File: config.mk
export PLATFORM = sky130hd
export DESIGN_NAME = mono_bitmap_run_extractor
export DESIGN_NICKNAME = d
export VERILOG_FILES = /design/src/rtl/core/mbre_pkg.sv /design/src/rtl/core/mono_bitmap_run_extractor.sv /design/src/rtl/core/mbre_lane.sv /design/src/rtl/core/mbre_scan.sv /design/src/rtl/core/mbre_merge.sv
export SDC_FILE = /design/constraint.sdc
export NUM_CORES = 1
export LEC_CHECK = 0
export ABC_AREA = 1
export BUFFER_PORTS_ARGS = -buffer_cell sky130_fd_sc_hd__buf_2
export CAP_MARGIN = 20
export CORE_MARGIN = 5
export CORE_UTILIZATION = 40
export CTS_CLUSTER_DIAMETER = 40
export DETAILED_ROUTE_END_ITERATION = 10
export SLEW_MARGIN = 20
export SYNTH_ARGS = -nofsm -noshare
export SYNTH_HDL_FRONTEND = slang
export SYNTH_SLANG_ARGS = --single-unit
File: constraint.sdc
create_clock -name clk -period 11.3 [get_ports clk]
set_input_delay 2.26 -clock clk [delete_from_list [all_inputs] [get_ports clk]]
set_output_delay 2.26 -clock clk [all_outputs]
set_load 0.02 [all_outputs]
File: src/rtl/core/mbre_pkg.sv
package mbre_pkg;

    localparam int LANES      = 8;
    localparam int EVENTS     = LANES + 1;
    localparam int POS_BITS   = 4;
    localparam int LANE_BITS  = 3;
    localparam int LEN_BITS   = 16;
    localparam int CFG_BITS   = 32;
    localparam int CFG_IDX_BITS = 3;

    localparam logic [CFG_IDX_BITS-1:0] CFG_START_X          = 3'd0;
    localparam logic [CFG_IDX_BITS-1:0] CFG_START_Y          = 3'd1;
    localparam logic [CFG_IDX_BITS-1:0] CFG_ROW_WIDTH        = 3'd2;
    localparam logic [CFG_IDX_BITS-1:0] CFG_BIT_OFFSET       = 3'd3;
    localparam logic [CFG_IDX_BITS-1:0] CFG_ZERO_COLOR       = 3'd4;
    localparam logic [CFG_IDX_BITS-1:0] CFG_ONE_COLOR        = 3'd5;
    localparam logic [CFG_IDX_BITS-1:0] CFG_ZERO_TRANSPARENT = 3'd6;
    localparam logic [CFG_IDX_BITS-1:0] CFG_ONE_TRANSPARENT  = 3'd7;

    // per-byte event summary, event i < LANES is a run break before pixel i,
    // event LANES is the row end after the last used pixel
    typedef struct packed {
        logic [EVENTS-1:0]    bnd;
        logic [EVENTS-1:0]    emit;
        logic [EVENTS-1:0]    cbit;
        logic [LANE_BITS-1:0] first;
        logic [POS_BITS-1:0]  pend_pos;
    } mbre_evt_t;

endpackage

File: src/rtl/core/mono_bitmap_run_extractor.sv
// monochrome bitmap run extractor
// s_* takes the bitmap one byte per request, msb is the leftmost pixel,
// rows back to back and each row starting in a fresh byte. m_* gives one
// rectangle per request (x, y, length, color) with tlast on the final
// rectangle of a byte; bytes that only extend a run, or whose runs are
// transparent, give nothing. cfg_* writes the eight registers, index as
// listed in the package, and is always ready; write only while idle.
// eight bit lanes find the run breaks of a byte in the cycle it is taken,
// a merge stage then sends one rectangle per cycle while m_tready is high.
// the first rectangle of a byte passes the scan register, the merge
// stage and the output register. a byte gives at most nine rectangles,
// and the next byte can wait in the scan register while the merge sends.
// reset clears the control state and sets the registers to their reset
// values and starts a fresh row at y = 0. when m_tready is low the
// rectangle holds, one byte more waits in the merge stage and one in the
// scan register, after that s_tready drops.
module mono_bitmap_run_extractor
    import mbre_pkg::*;
#(
    parameter int COLOR_BITS = 32,
    parameter int COORD_BITS = 16
)
(
    input  logic                    clk,
    input  logic                    rst_n,
    input  logic                    s_tvalid,
    output logic                    s_tready,
    input  logic [7:0]              s_tdata,     // data_byte
    output logic                    m_tvalid,
    input  logic                    m_tready,
    output logic [((2 * COORD_BITS + LEN_BITS + COLOR_BITS + 7) / 8) * 8 - 1:0]
                                    m_tdata,     // rect_x, rect_y, rect_length, rect_color
    output logic                    m_tlast,     // last_of_item
    input  logic                    cfg_valid,
    output logic                    cfg_ready,
    input  logic [CFG_IDX_BITS-1:0] cfg_index,
    input  logic [CFG_BITS-1:0]     cfg_data
);

    localparam int FIELD_BITS = 2 * COORD_BITS + LEN_BITS + COLOR_BITS;
    localparam int TDATA_BITS = ((FIELD_BITS + 7) / 8) * 8;

    logic [15:0]           start_x_reg;
    logic [LEN_BITS-1:0]   row_width_reg;
    logic [LANE_BITS-1:0]  bit_offset_reg;
    logic [COLOR_BITS-1:0] zero_color_reg;
    logic [COLOR_BITS-1:0] one_color_reg;
    logic                  zero_transparent_reg;
    logic                  one_transparent_reg;

    logic                  cfg_write;
    logic                  row_load;
    logic                  rec_valid;
    logic                  rec_take;
    mbre_evt_t             rec_evt;
    logic [COORD_BITS-1:0] rec_base_x, rec_run_start, rec_row_y;
    logic [LEN_BITS-1:0]   rec_run_count;
    logic [COORD_BITS-1:0] rect_x, rect_y;
    logic [LEN_BITS-1:0]   rect_length;
    logic [COLOR_BITS-1:0] rect_color;

    assign cfg_ready = 1'b1;
    assign cfg_write = cfg_valid && cfg_ready;
    assign row_load  = cfg_write && (cfg_index == CFG_START_Y);

    always_ff @(posedge clk or negedge rst_n)
    begin
        if (!rst_n)
        begin
            start_x_reg          <= '0;
            row_width_reg        <= LEN_BITS'(1);
            bit_offset_reg       <= '0;
            zero_color_reg       <= '0;
            one_color_reg        <= '0;
            zero_transparent_reg <= 1'b0;
            one_transparent_reg  <= 1'b0;
        end
        else if (cfg_write)
        begin
            case (cfg_index)
                CFG_START_X:          start_x_reg          <= cfg_data[15:0];
                CFG_ROW_WIDTH:        row_width_reg        <= cfg_data[LEN_BITS-1:0];
                CFG_BIT_OFFSET:       bit_offset_reg       <= cfg_data[LANE_BITS-1:0];
                CFG_ZERO_COLOR:       zero_color_reg       <= COLOR_BITS'(cfg_data);
                CFG_ONE_COLOR:        one_color_reg        <= COLOR_BITS'(cfg_data);
                CFG_ZERO_TRANSPARENT: zero_transparent_reg <= cfg_data[0];
                CFG_ONE_TRANSPARENT:  one_transparent_reg  <= cfg_data[0];
                default:
                begin
                end
            endcase
        end
    end

    mbre_scan #(
        .COORD_BITS (COORD_BITS)
    ) u_scan
    (
        .clk              (clk),
        .rst_n            (rst_n),
        .in_valid         (s_tvalid),
        .in_ready         (s_tready),
        .in_byte          (s_tdata),
        .start_x          (COORD_BITS'(start_x_reg)),
        .row_width        (row_width_reg),
        .bit_offset       (bit_offset_reg),
        .zero_transparent (zero_transparent_reg),
        .one_transparent  (one_transparent_reg),
        .row_load         (row_load),
        .row_load_y       (COORD_BITS'(cfg_data[15:0])),
        .rec_valid        (rec_valid),
        .rec_take         (rec_take),
        .rec_evt          (rec_evt),
        .rec_base_x       (rec_base_x),
        .rec_run_start    (rec_run_start),
        .rec_row_y        (rec_row_y),
        .rec_run_count    (rec_run_count)
    );

    mbre_merge #(
        .COORD_BITS (COORD_BITS),
        .COLOR_BITS (COLOR_BITS)
    ) u_merge
    (
        .clk           (clk),
        .rst_n         (rst_n),
        .rec_valid     (rec_valid),
        .rec_take      (rec_take),
        .rec_evt       (rec_evt),
        .rec_base_x    (rec_base_x),
        .rec_run_start (rec_run_start),
        .rec_row_y     (rec_row_y),
        .rec_run_count (rec_run_count),
        .zero_color    (zero_color_reg),
        .one_color     (one_color_reg),
        .out_valid     (m_tvalid),
        .out_ready     (m_tready),
        .rect_x        (rect_x),
        .rect_y        (rect_y),
        .rect_length   (rect_length),
        .rect_color    (rect_color),
        .last_of_item  (m_tlast)
    );

    assign m_tdata = TDATA_BITS'({rect_color, rect_length, rect_y, rect_x});

endmodule

File: src/rtl/core/mbre_lane.sv
module mbre_lane
(
    input  logic pix,
    input  logic prev,
    input  logic active,
    input  logic lead,
    input  logic count_zero,
    input  logic zero_transparent,
    input  logic one_transparent,
    output logic bnd,
    output logic emit
);

    logic prev_clear;

    assign prev_clear = prev ? one_transparent : zero_transparent;
    assign bnd        = active && (pix != prev);
    // an empty run at the row start gives no rectangle
    assign emit       = bnd && !prev_clear && !(lead && count_zero);

endmodule

File: src/rtl/core/mbre_scan.sv
module mbre_scan
    import mbre_pkg::*;
#(
    parameter int COORD_BITS = 16
)
(
    input  logic                  clk,
    input  logic                  rst_n,
    input  logic                  in_valid,
    output logic                  in_ready,
    input  logic [7:0]            in_byte,
    input  logic [COORD_BITS-1:0] start_x,
    input  logic [LEN_BITS-1:0]   row_width,
    input  logic [LANE_BITS-1:0]  bit_offset,
    input  logic                  zero_transparent,
    input  logic                  one_transparent,
    input  logic                  row_load,
    input  logic [COORD_BITS-1:0] row_load_y,
    output logic                  rec_valid,
    input  logic                  rec_take,
    output mbre_evt_t             rec_evt,
    output logic [COORD_BITS-1:0] rec_base_x,
    output logic [COORD_BITS-1:0] rec_run_start,
    output logic [COORD_BITS-1:0] rec_row_y,
    output logic [LEN_BITS-1:0]   rec_run_count
);

    logic                  row_first_reg, row_first_next;
    logic [LEN_BITS-1:0]   pixels_left_reg, pixels_left_next;
    logic [COORD_BITS-1:0] run_start_reg, run_start_next;
    logic [LEN_BITS-1:0]   run_count_reg, run_count_next;
    logic [COORD_BITS-1:0] cur_x_reg, cur_x_next;
    logic                  run_bit_reg, run_bit_next;
    logic [COORD_BITS-1:0] row_y_reg, row_y_next;

    logic                  rec_valid_reg;
    mbre_evt_t             rec_evt_reg;
    logic [COORD_BITS-1:0] rec_base_x_reg, rec_run_start_reg, rec_row_y_reg;
    logic [LEN_BITS-1:0]   rec_run_count_reg;

    logic                  accept;
    logic [LANE_BITS-1:0]  off;
    logic [LEN_BITS-1:0]   pl;
    logic [COORD_BITS-1:0] rs;
    logic [LEN_BITS-1:0]   rc;
    logic [COORD_BITS-1:0] cx;
    logic                  rb;
    logic [POS_BITS-1:0]   avail;
    logic                  row_end;
    logic [POS_BITS-1:0]   k;
    logic [POS_BITS-1:0]   pend;
    logic                  last_bit;
    logic [LANES-1:0]      pix, prev, active, lead, bnd, emit;
    logic [LANE_BITS-1:0]  last_bnd;
    logic                  any_bnd;
    mbre_evt_t             evt;

    assign accept   = in_valid && in_ready;
    assign in_ready = !rec_valid_reg || rec_take;

    always_comb
    begin
        off   = row_first_reg ? bit_offset : '0;
        pl    = row_first_reg ? ((row_width == '0) ? LEN_BITS'(1) : row_width)
                              : pixels_left_reg;
        rs    = row_first_reg ? start_x : run_start_reg;
        rc    = row_first_reg ? '0 : run_count_reg;
        cx    = row_first_reg ? start_x : cur_x_reg;
        rb    = row_first_reg ? 1'b0 : run_bit_reg;
        avail = POS_BITS'(LANES) - {1'b0, off};
        row_end = (pl <= LEN_BITS'(avail));
        k     = row_end ? pl[POS_BITS-1:0] : avail;
        pend  = {1'b0, off} + k;
    end

    genvar p;
    generate
        for (p = 0; p < LANES; p++)
        begin : g_lane
            assign pix[p]    = in_byte[LANES-1-p];
            assign lead[p]   = (LANE_BITS'(p) == off);
            assign active[p] = (POS_BITS'(p) >= {1'b0, off}) && (POS_BITS'(p) < pend);
            if (p == 0)
            begin : g_edge
                assign prev[p] = rb;
            end
            else
            begin : g_inner
                assign prev[p] = lead[p] ? rb : pix[p-1];
            end

            mbre_lane u_lane
            (
                .pix              (pix[p]),
                .prev             (prev[p]),
                .active           (active[p]),
                .lead             (lead[p]),
                .count_zero       (rc == '0),
                .zero_transparent (zero_transparent),
                .one_transparent  (one_transparent),
                .bnd              (bnd[p]),
                .emit             (emit[p])
            );
        end
    endgenerate

    // merge the lane flags into one event summary
    always_comb
    begin
        last_bit = pix[LANE_BITS'(pend - POS_BITS'(1))];
        last_bnd = '0;
        for (int i = 0; i < LANES; i++)
        begin
            if (bnd[i])
            begin
                last_bnd = LANE_BITS'(i);
            end
        end
        any_bnd = |bnd;

        evt.bnd      = {row_end, bnd};
        evt.emit     = {row_end && !(last_bit ? one_transparent : zero_transparent), emit};
        evt.cbit     = {last_bit, prev};
        evt.first    = off;
        evt.pend_pos = pend;
    end

    always_comb
    begin
        row_first_next   = row_first_reg;
        pixels_left_next = pixels_left_reg;
        run_start_next   = run_start_reg;
        run_count_next   = run_count_reg;
        cur_x_next       = cur_x_reg;
        run_bit_next     = run_bit_reg;
        row_y_next       = row_y_reg;
        if (row_load)
        begin
            row_first_next = 1'b1;
            row_y_next     = row_load_y;
        end
        else if (accept)
        begin
            row_first_next   = row_end;
            pixels_left_next = pl - LEN_BITS'(k);
            cur_x_next       = cx + COORD_BITS'(k);
            run_bit_next     = last_bit;
            if (any_bnd)
            begin
                run_start_next = cx + COORD_BITS'(LANE_BITS'(last_bnd - off));
                run_count_next = LEN_BITS'(pend - {1'b0, last_bnd});
            end
            else
            begin
                run_start_next = rs;
                run_count_next = rc + LEN_BITS'(k);
            end
            if (row_end)
            begin
                row_y_next = row_y_reg + COORD_BITS'(1);
            end
        end
    end

    always_ff @(posedge clk or negedge rst_n)
    begin
        if (!rst_n)
        begin
            row_first_reg   <= 1'b1;
            pixels_left_reg <= LEN_BITS'(1);
            run_start_reg   <= '0;
            run_count_reg   <= '0;
            cur_x_reg       <= '0;
            run_bit_reg     <= 1'b0;
            row_y_reg       <= '0;
            rec_valid_reg   <= 1'b0;
        end
        else
        begin
            row_first_reg   <= row_first_next;
            pixels_left_reg <= pixels_left_next;
            run_start_reg   <= run_start_next;
            run_count_reg   <= run_count_next;
            cur_x_reg       <= cur_x_next;
            run_bit_reg     <= run_bit_next;
            row_y_reg       <= row_y_next;
            if (accept)
            begin
                rec_valid_reg <= 1'b1;
            end
            else if (rec_take)
            begin
                rec_valid_reg <= 1'b0;
            end
        end
    end

    always_ff @(posedge clk)
    begin
        if (accept)
        begin
            rec_evt_reg       <= evt;
            rec_base_x_reg    <= cx;
            rec_run_start_reg <= rs;
            rec_run_count_reg <= rc;
            rec_row_y_reg     <= row_y_reg;
        end
    end

    assign rec_valid     = rec_valid_reg;
    assign rec_evt       = rec_evt_reg;
    assign rec_base_x    = rec_base_x_reg;
    assign rec_run_start = rec_run_start_reg;
    assign rec_run_count = rec_run_count_reg;
    assign rec_row_y     = rec_row_y_reg;

endmodule

File: src/rtl/core/mbre_merge.sv
module mbre_merge
    import mbre_pkg::*;
#(
    parameter int COORD_BITS = 16,
    parameter int COLOR_BITS = 32
)
(
    input  logic                  clk,
    input  logic                  rst_n,
    input  logic                  rec_valid,
    output logic                  rec_take,
    input  mbre_evt_t             rec_evt,
    input  logic [COORD_BITS-1:0] rec_base_x,
    input  logic [COORD_BITS-1:0] rec_run_start,
    input  logic [COORD_BITS-1:0] rec_row_y,
    input  logic [LEN_BITS-1:0]   rec_run_count,
    input  logic [COLOR_BITS-1:0] zero_color,
    input  logic [COLOR_BITS-1:0] one_color,
    output logic                  out_valid,
    input  logic                  out_ready,
    output logic [COORD_BITS-1:0] rect_x,
    output logic [COORD_BITS-1:0] rect_y,
    output logic [LEN_BITS-1:0]   rect_length,
    output logic [COLOR_BITS-1:0] rect_color,
    output logic                  last_of_item
);

    logic [EVENTS-1:0]     pend_reg, pend_next;
    mbre_evt_t             evt_reg;
    logic [COORD_BITS-1:0] base_x_reg, run_start_reg, row_y_reg;
    logic [LEN_BITS-1:0]   run_count_reg;

    logic                  out_valid_reg;
    logic [COORD_BITS-1:0] rect_x_reg, rect_y_reg;
    logic [LEN_BITS-1:0]   rect_length_reg;
    logic [COLOR_BITS-1:0] rect_color_reg;
    logic                  last_reg;

    logic                  out_free;
    logic                  busy;
    logic                  fire;
    logic                  work_take;
    logic                  load;
    logic [EVENTS-1:0]     sel;
    logic [EVENTS-1:0]     rest;
    logic [POS_BITS-1:0]   sel_idx;
    logic [POS_BITS-1:0]   pos;
    logic [LANE_BITS-1:0]  q;
    logic                  has_q;
    logic [COORD_BITS-1:0] x_calc;
    logic [LEN_BITS-1:0]   len_calc;

    assign out_free  = !out_valid_reg || out_ready;
    assign busy      = (pend_reg != '0);
    assign fire      = busy && out_free;
    assign sel       = pend_reg & (~pend_reg + EVENTS'(1));
    assign rest      = pend_reg & ~sel;
    assign work_take = !busy || (fire && (rest == '0));
    assign rec_take  = rec_valid && ((rec_evt.emit == '0) || work_take);
    assign load      = rec_take && (rec_evt.emit != '0);

    // next rectangle: the lowest pending event, started at the break before it
    always_comb
    begin
        sel_idx = '0;
        for (int i = EVENTS - 1; i >= 0; i--)
        begin
            if (sel[i])
            begin
                sel_idx = POS_BITS'(i);
            end
        end
        pos = (sel_idx == POS_BITS'(LANES)) ? evt_reg.pend_pos : sel_idx;
        q     = '0;
        has_q = 1'b0;
        for (int i = 0; i < LANES; i++)
        begin
            if (evt_reg.bnd[i] && (POS_BITS'(i) < pos))
            begin
                q     = LANE_BITS'(i);
                has_q = 1'b1;
            end
        end
        if (has_q)
        begin
            x_calc   = base_x_reg + COORD_BITS'(LANE_BITS'(q - evt_reg.first));
            len_calc = LEN_BITS'(pos - {1'b0, q});
        end
        else
        begin
            x_calc   = run_start_reg;
            len_calc = run_count_reg + LEN_BITS'(pos - {1'b0, evt_reg.first});
        end
    end

    always_comb
    begin
        pend_next = pend_reg;
        if (fire)
        begin
            pend_next = rest;
        end
        if (load)
        begin
            pend_next = rec_evt.emit;
        end
    end

    always_ff @(posedge clk or negedge rst_n)
    begin
        if (!rst_n)
        begin
            pend_reg      <= '0;
            out_valid_reg <= 1'b0;
        end
        else
        begin
            pend_reg <= pend_next;
            if (fire)
            begin
                out_valid_reg <= 1'b1;
            end
            else if (out_ready)
            begin
                out_valid_reg <= 1'b0;
            end
        end
    end

    always_ff @(posedge clk)
    begin
        if (load)
        begin
            evt_reg       <= rec_evt;
            base_x_reg    <= rec_base_x;
            run_start_reg <= rec_run_start;
            run_count_reg <= rec_run_count;
            row_y_reg     <= rec_row_y;
        end
        if (fire)
        begin
            rect_x_reg      <= x_calc;
            rect_y_reg      <= row_y_reg;
            rect_length_reg <= len_calc;
            rect_color_reg  <= ((evt_reg.cbit & sel) != '0) ? one_color : zero_color;
            last_reg        <= (rest == '0);
        end
    end

    assign out_valid    = out_valid_reg;
    assign rect_x       = rect_x_reg;
    assign rect_y       = rect_y_reg;
    assign rect_length  = rect_length_reg;
    assign rect_color   = rect_color_reg;
    assign last_of_item = last_reg;

endmodule

# Word level (Yosys, flattened, before mapping)
# Index checks and enable logic that the tools add are counted.
dict set report word_totals {
  elab_cells 285
  regBits 460
}
dict set report classes {
  n_reduce_logical 102
  mux 74
  add_sub_neg 16
  magnitude_cmp 25
  n_bitwise 6
  n_eq_ne 23
}
# operator count
set op_table {}
lappend op_table {{$mux W16} 12}
lappend op_table {{$logic_and A1 B1 Y1} 54}
lappend op_table {{$mux W4} 11}
lappend op_table {{$mux W1} 34}
lappend op_table {{$add A16 B3 Y16} 2}
lappend op_table {{$add A16 B4 Y16} 2}
lappend op_table {{$logic_not A16 Y1} 2}
lappend op_table {{$lt A3 B4 Y1 const A} 8}
lappend op_table {{$mux W32} 1}
lappend op_table {{$and A9 B9 Y9} 3}
lappend op_table {{$mux W3} 9}
lappend op_table {{$reduce_bool A9 Y1} 3}
lappend op_table {{$logic_not A1 Y1} 20}
lappend op_table {{$logic_not A9 Y1} 2}
lappend op_table {{$mux W9} 2}
lappend op_table {{$not A9 Y9} 2}
lappend op_table {{$reduce_and A2 Y1} 9}
lappend op_table {{$add A16 B1 Y16 const B} 1}
lappend op_table {{$add A16 B16 Y16} 1}
lappend op_table {{$le A16 B4 Y1} 1}
lappend op_table {{$lt A1 B4 Y1 const A} 4}
lappend op_table {{$lt A2 B4 Y1 const A} 4}
lappend op_table {{$sub A16 B4 Y16} 1}
lappend op_table {{$sub A4 B3 Y5} 3}
lappend op_table {{other kinds (24)} 55}

# Longest topological paths before layout
dict set report depth {
  word_depth 26
  mapped_depth 52
  mapped_depth_nobuf 49
}

# Cells and area by module
# Synthesis repeated with hierarchy kept, for this count alone.
dict set report hier_totals {
  hier_cells 2358
  area_unflattened_um2 22685.5
}
# mod area_each_um2 n_inst cells_each seq_area_each_um2
set by_module_without_submodules {}
lappend by_module_without_submodules {mbre_scan 9839.4 1 1087 5022.3}
lappend by_module_without_submodules {mbre_merge 8328.0 1 731 5325.1}
lappend by_module_without_submodules {mono_bitmap_run_extractor 4067.7 1 452 2528.7}
lappend by_module_without_submodules {mbre_lane 56.3 8 11 0.0}

# Least setup slack after synthesis
# Ideal clock, no wire load.
dict set report synth_path {
  path_kind {register to register}
  startpoint {register u_scan.row_first_reg}
  endpoint {register u_scan.run_start_reg[13]}
  setup_slack_ns 4.297
  path_stages_with_launch 48
  period_less_slack_ns 7.003
  t_arrival_ns 6.885
  required_ns 11.183
  path_buffers 6
  path_cell_list {dfstp_2 -> buf_6 -> buf_6 -> buf_2 -> buf_1 -> clkbuf_1 -> o21ai_0 -> ha_1 -> nand2_1 -> inv_1 -> nand3_1 -> a21oi_4 -> nand3_4 -> inv_1 -> clkbuf_1 -> nand2_1 -> o21ai_0 -> ha_1 -> [... 12 more ...] -> ha_1 -> fa_1 -> xnor2_1 -> xor2_1 -> inv_1 -> ha_1 -> a21oi_1 -> inv_1 -> a31oi_1 -> nor2_1 -> nand2_1 -> nor2_1 -> nand2_1 -> nor2_1 -> xor2_1 -> nand2_1 -> nand3_1 -> nand2_1}
}
dict set report synth_between {
  elab_chain_cells 18
  word_cells_on_any_way 72
}
# element line_no
set synth_lines {}
lappend synth_lines {{start, declared} mbre_scan.sv:28} ;# logic row_first_reg, row_first_next;
lappend synth_lines {{start signal, assigned} mbre_scan.sv:180} ;# row_first_reg <= row_first_next;
lappend synth_lines {{$mux W3} mbre_scan.sv:63} ;# off = row_first_reg ? bit_offset : '0;
lappend synth_lines {{$sub A4 B3 Y4} mbre_scan.sv:70} ;# avail = POS_BITS'(LANES) - {1'b0, off};
lappend synth_lines {{$le A16 B4 Y1} mbre_scan.sv:71} ;# row_end = (pl <= LEN_BITS'(avail));
lappend synth_lines {{$mux W4} mbre_scan.sv:72} ;# k = row_end ? pl[POS_BITS-1:0] : avail;
lappend synth_lines {{$add A3 B4 Y4} mbre_scan.sv:73} ;# pend = {1'b0, off} + k;
lappend synth_lines {{$lt A1 B4 Y1} mbre_scan.sv:82} ;# assign active[p] = (POS_BITS'(p) >= {1'b0, off}) && (POS_BITS'(p) < pend);
lappend synth_lines {{$logic_and A1 B1 Y1} mbre_scan.sv:82}
lappend synth_lines {{$logic_and A1 B1 Y1} mbre_lane.sv:17} ;# assign bnd = active && (pix != prev);
lappend synth_lines {{$mux W1} mbre_scan.sv:114} ;# if (bnd[i])
lappend synth_lines {{$mux W2 (2 in series)} mbre_scan.sv:114}
lappend synth_lines {{$mux W3 (4 in series)} mbre_scan.sv:114}
lappend synth_lines {{$sub A3 B3 Y3} mbre_scan.sv:150} ;# run_start_next = cx + COORD_BITS'(LANE_BITS'(last_bnd - off));
lappend synth_lines {{$add A16 B3 Y16} mbre_scan.sv:150}
lappend synth_lines {{$mux W16 (*)} mbre_scan.sv:148} ;# if (any_bnd)
lappend synth_lines {{end signal, assigned} mbre_scan.sv:182} ;# run_start_reg <= run_start_next;
lappend synth_lines {{end, declared} mbre_scan.sv:30} ;# logic [COORD_BITS-1:0] run_start_reg, run_start_next;
# Every way passes the cells marked *; elsewhere a longest branch is shown, timed or not.
# A chain may end at the register's enable or synchronous reset.

# Worst setup path in the final report
# Same ends and word-level chain as after synthesis.

==> impl_metrics.ini <==
[sta]
holdWs_ns = 0.414
hold_viol = 0
maxSlewHeadroom = 0.336
layout_min_cycle_time_ns = 8.61
worst_pin_slew_ns = 0.993
rsz0062_at_grt = no
fin_skew_ns = 0.0174
maxClockFrequency_ghz = 0.116
tns_ns = 0
final.setup.worst_slack_ns = 2.69
slew_violations = 0
min_period_over_period = 0.762
setup_viol = 0

[cells_and_area]
fin_util = 0.473
final_common_cell = nand2_1
syn_to_final_growth_pct = 17.6
final_nets = 2530
largest_reg_flops = 33
multiInputGateArea_um2 = 7860
mostFrequentLayoutCells = 617 x nand2_1, 266 x edfxtp_1, 254 x inv_1
seq_area_um2 = 12800
drive_gt1_frac = 0.138
fillers = 5081
diodes = 0

[clock_tree]
cts_buffers = 75
clk_pin_slew_worst_paths_ns = 0.05
cts_tree = built
cts_num_sinks = 460
cts.path.max_buffers = 3
clk_latency_ns = 0.61
cts-root-buf = clkbuf_16
ctsResizeCount = 0
htreeDepth = 3
postCtsSetupBuffers = 0
holdBufCountCts = 0

[setup_path]
cp_num_buf_inv = 8
cp.arrival_ns = 9.10
timing_worst_setup_path_type = register to register
crit_path_frequent_cell = nand2_1
worst_setup_path_end_kind = register
cp_top_family = simple AND/OR/NAND/NOR gates
critPathMaxStageDelay_ns = 0.94
slowest_stage = dfstp_2
worstSetupStartpointType = register
cp.required_ns = 11.79
path_max_fanout = 41

[synthesis]
syn_inst = 2263
ys_warn_count = 0
syn_nets = 2381
syn_area_per_cell_um2 = 9.74
syn_area_um2 = 22100
yosysUniqueCellTypes = 60
ys_seq_elements = 460
async_reset_ff_frac = 0.422
synth_edf_count = 266
yosysSeqAreaShare = 0.583
synth_flop_cell = edfxtp_1

[outcome]
status = complete, no violations

[grt]
grt_max_degree = 79
overflow = 0
grt_pass1_vias = 15741
antenna_found_initial = 0
grt_usage = 0.176
grt_pass1_wl_um = 85200

[die]
rows = 86
core_area_um2 = 54900
fp.dieH_um = 245
start_util = 0.402
dieArea_um2 = 59900
die_x_um = 245
ioPinCount = 132

[routing]
vias_per_cell = 5.01
drt_iter0_markers = 1118
wirelength_um = 52900
wl_per_cell_um = 16.6
remaining_drc_errors = 0
firstDrtPassIters = 5
vias = 15919
antenna_left = 0

[placed_design]
dpl.hpwl_um = 36200
io_buffers = 130
pre_cts_ws_ns = 2.70
gp_congestion = 0.875

[min_path]
worstHoldPathType = register to register

[flow_run]
drv_cap = 0
[per-layer routing]
metal,vias up,track usage,wire [um]
li1,7829,-,-
met5,-,0,0
met4,0,0.0540,1100
met1,7609,0.236,24000
met2,404,0.288,24700
met3,77,0.0385,3130
[Yosys cell counts, types with 3 or more instances]
library cell | count | area, um^2
o221ai_1 | 9 | 78.8
nor2_4 | 7 | 78.8
buf_4 | 9 | 67.6
nand3b_1 | 12 | 90.1
nand3_1 | 143 | 716
dfstp_2 | 3 | 78.8
inv_2 | 7 | 26.3
buf_6 | 6 | 67.6
edfxtp_1 | 266 | 7990
nor4_1 | 14 | 87.6
and2_1 | 3 | 18.8
nand2_4 | 3 | 33.8
nand2_1 | 619 | 2320
o21ai_1 | 9 | 45.0
nor2_1 | 97 | 364
xnor2_1 | 28 | 245
o21ai_0 | 195 | 976
nand3_2 | 4 | 40.0
nor3_1 | 18 | 90.1
xor2_1 | 72 | 631
a211oi_1 | 4 | 30.0
clkbuf_1 | 41 | 154
dfrtp_1 | 191 | 4780
or2_2 | 5 | 31.3
nor2_2 | 6 | 37.5
inv_1 | 255 | 957
buf_2 | 17 | 85.1
ha_1 | 59 | 738
a21oi_1 | 59 | 295
o21bai_1 | 4 | 30.0
a21o_1 | 3 | 22.5
nand4_1 | 12 | 75.1
a2111oi_0 | 4 | 35.0
o311ai_0 | 5 | 43.8
fa_1 | 11 | 220
o211ai_1 | 10 | 75.1
o21a_1 | 5 | 37.5
nand2_2 | 16 | 100
a31oi_1 | 5 | 31.3
[layout make-up]
type                    instances  share of cell area
flip-flops and latches        460               0.495
repair buffers                147              0.0303
inverters                     263              0.0382
clock buffers                  79              0.0745
well taps                     704              0.0340
clock inverters                61              0.0247
multi-input cells            1465               0.303
[worst reg2reg max path, delay by kind of cell (launching register included)]
family                     cells  cell delay [ns]
buffers and inverters          8             1.53
and+or+nand+nor               20             2.37
xor gates and xnor gates       3             0.57
AOI/OAI and AO/OA              8             1.38
adders and majority gates      5             1.70
DFF                            1             0.94
[path summary, 6_finish.rpt]
path                                         start                  endpoint  slack (ns)  cells after the start
setup / recovery              u_scan.row_first_reg  u_scan.run_start_reg[13]        2.69                     44
hold / removal             u_scan.rec_run_start[0]  u_merge.run_start_reg[0]        0.41                      0
setup reg to reg              u_scan.row_first_reg  u_scan.run_start_reg[13]        2.69                     44
hold reg to reg            u_scan.rec_run_start[0]  u_merge.run_start_reg[0]        0.41                      0
max in group asynchronous                    rst_n        u_scan.run_bit_reg        7.62                      3
min in group asynchronous                    rst_n        zero_color_reg[24]        1.66                      1
[through the flow]
step / std cells / instance area [um^2]
6_report: 3179 / 25900
5_1_grt: 3179 / 25900
4_1_cts: 3178 / 25900
3_5_place_dp: 3038 / 23400
3_3_place_gp: 3038 / 23400
2_1_floorplan: 2263 / 22100
[cell families (layout without fill, tap and decap cells)]
| group | after synthesis | after routing | synth area share |
|---|---|---|---|
| AO/OA/AOI/OAI | 325 | 325 | 0.0823 |
| XOR/XNOR | 100 | 100 | 0.0397 |
| adder cells (fa/ha/maj) | 70 | 70 | 0.0435 |
| buffers and inverters | 338 | 550 | 0.0622 |
| flip-flops | 460 | 460 | 0.583 |
| other | 1 | 1 | 0.000170 |
| AND/OR/NAND/NOR | 969 | 969 | 0.190 |
Power is not shown: default switching activity piles up to over one toggle a cycle in this logic, so the estimate is an artifact.
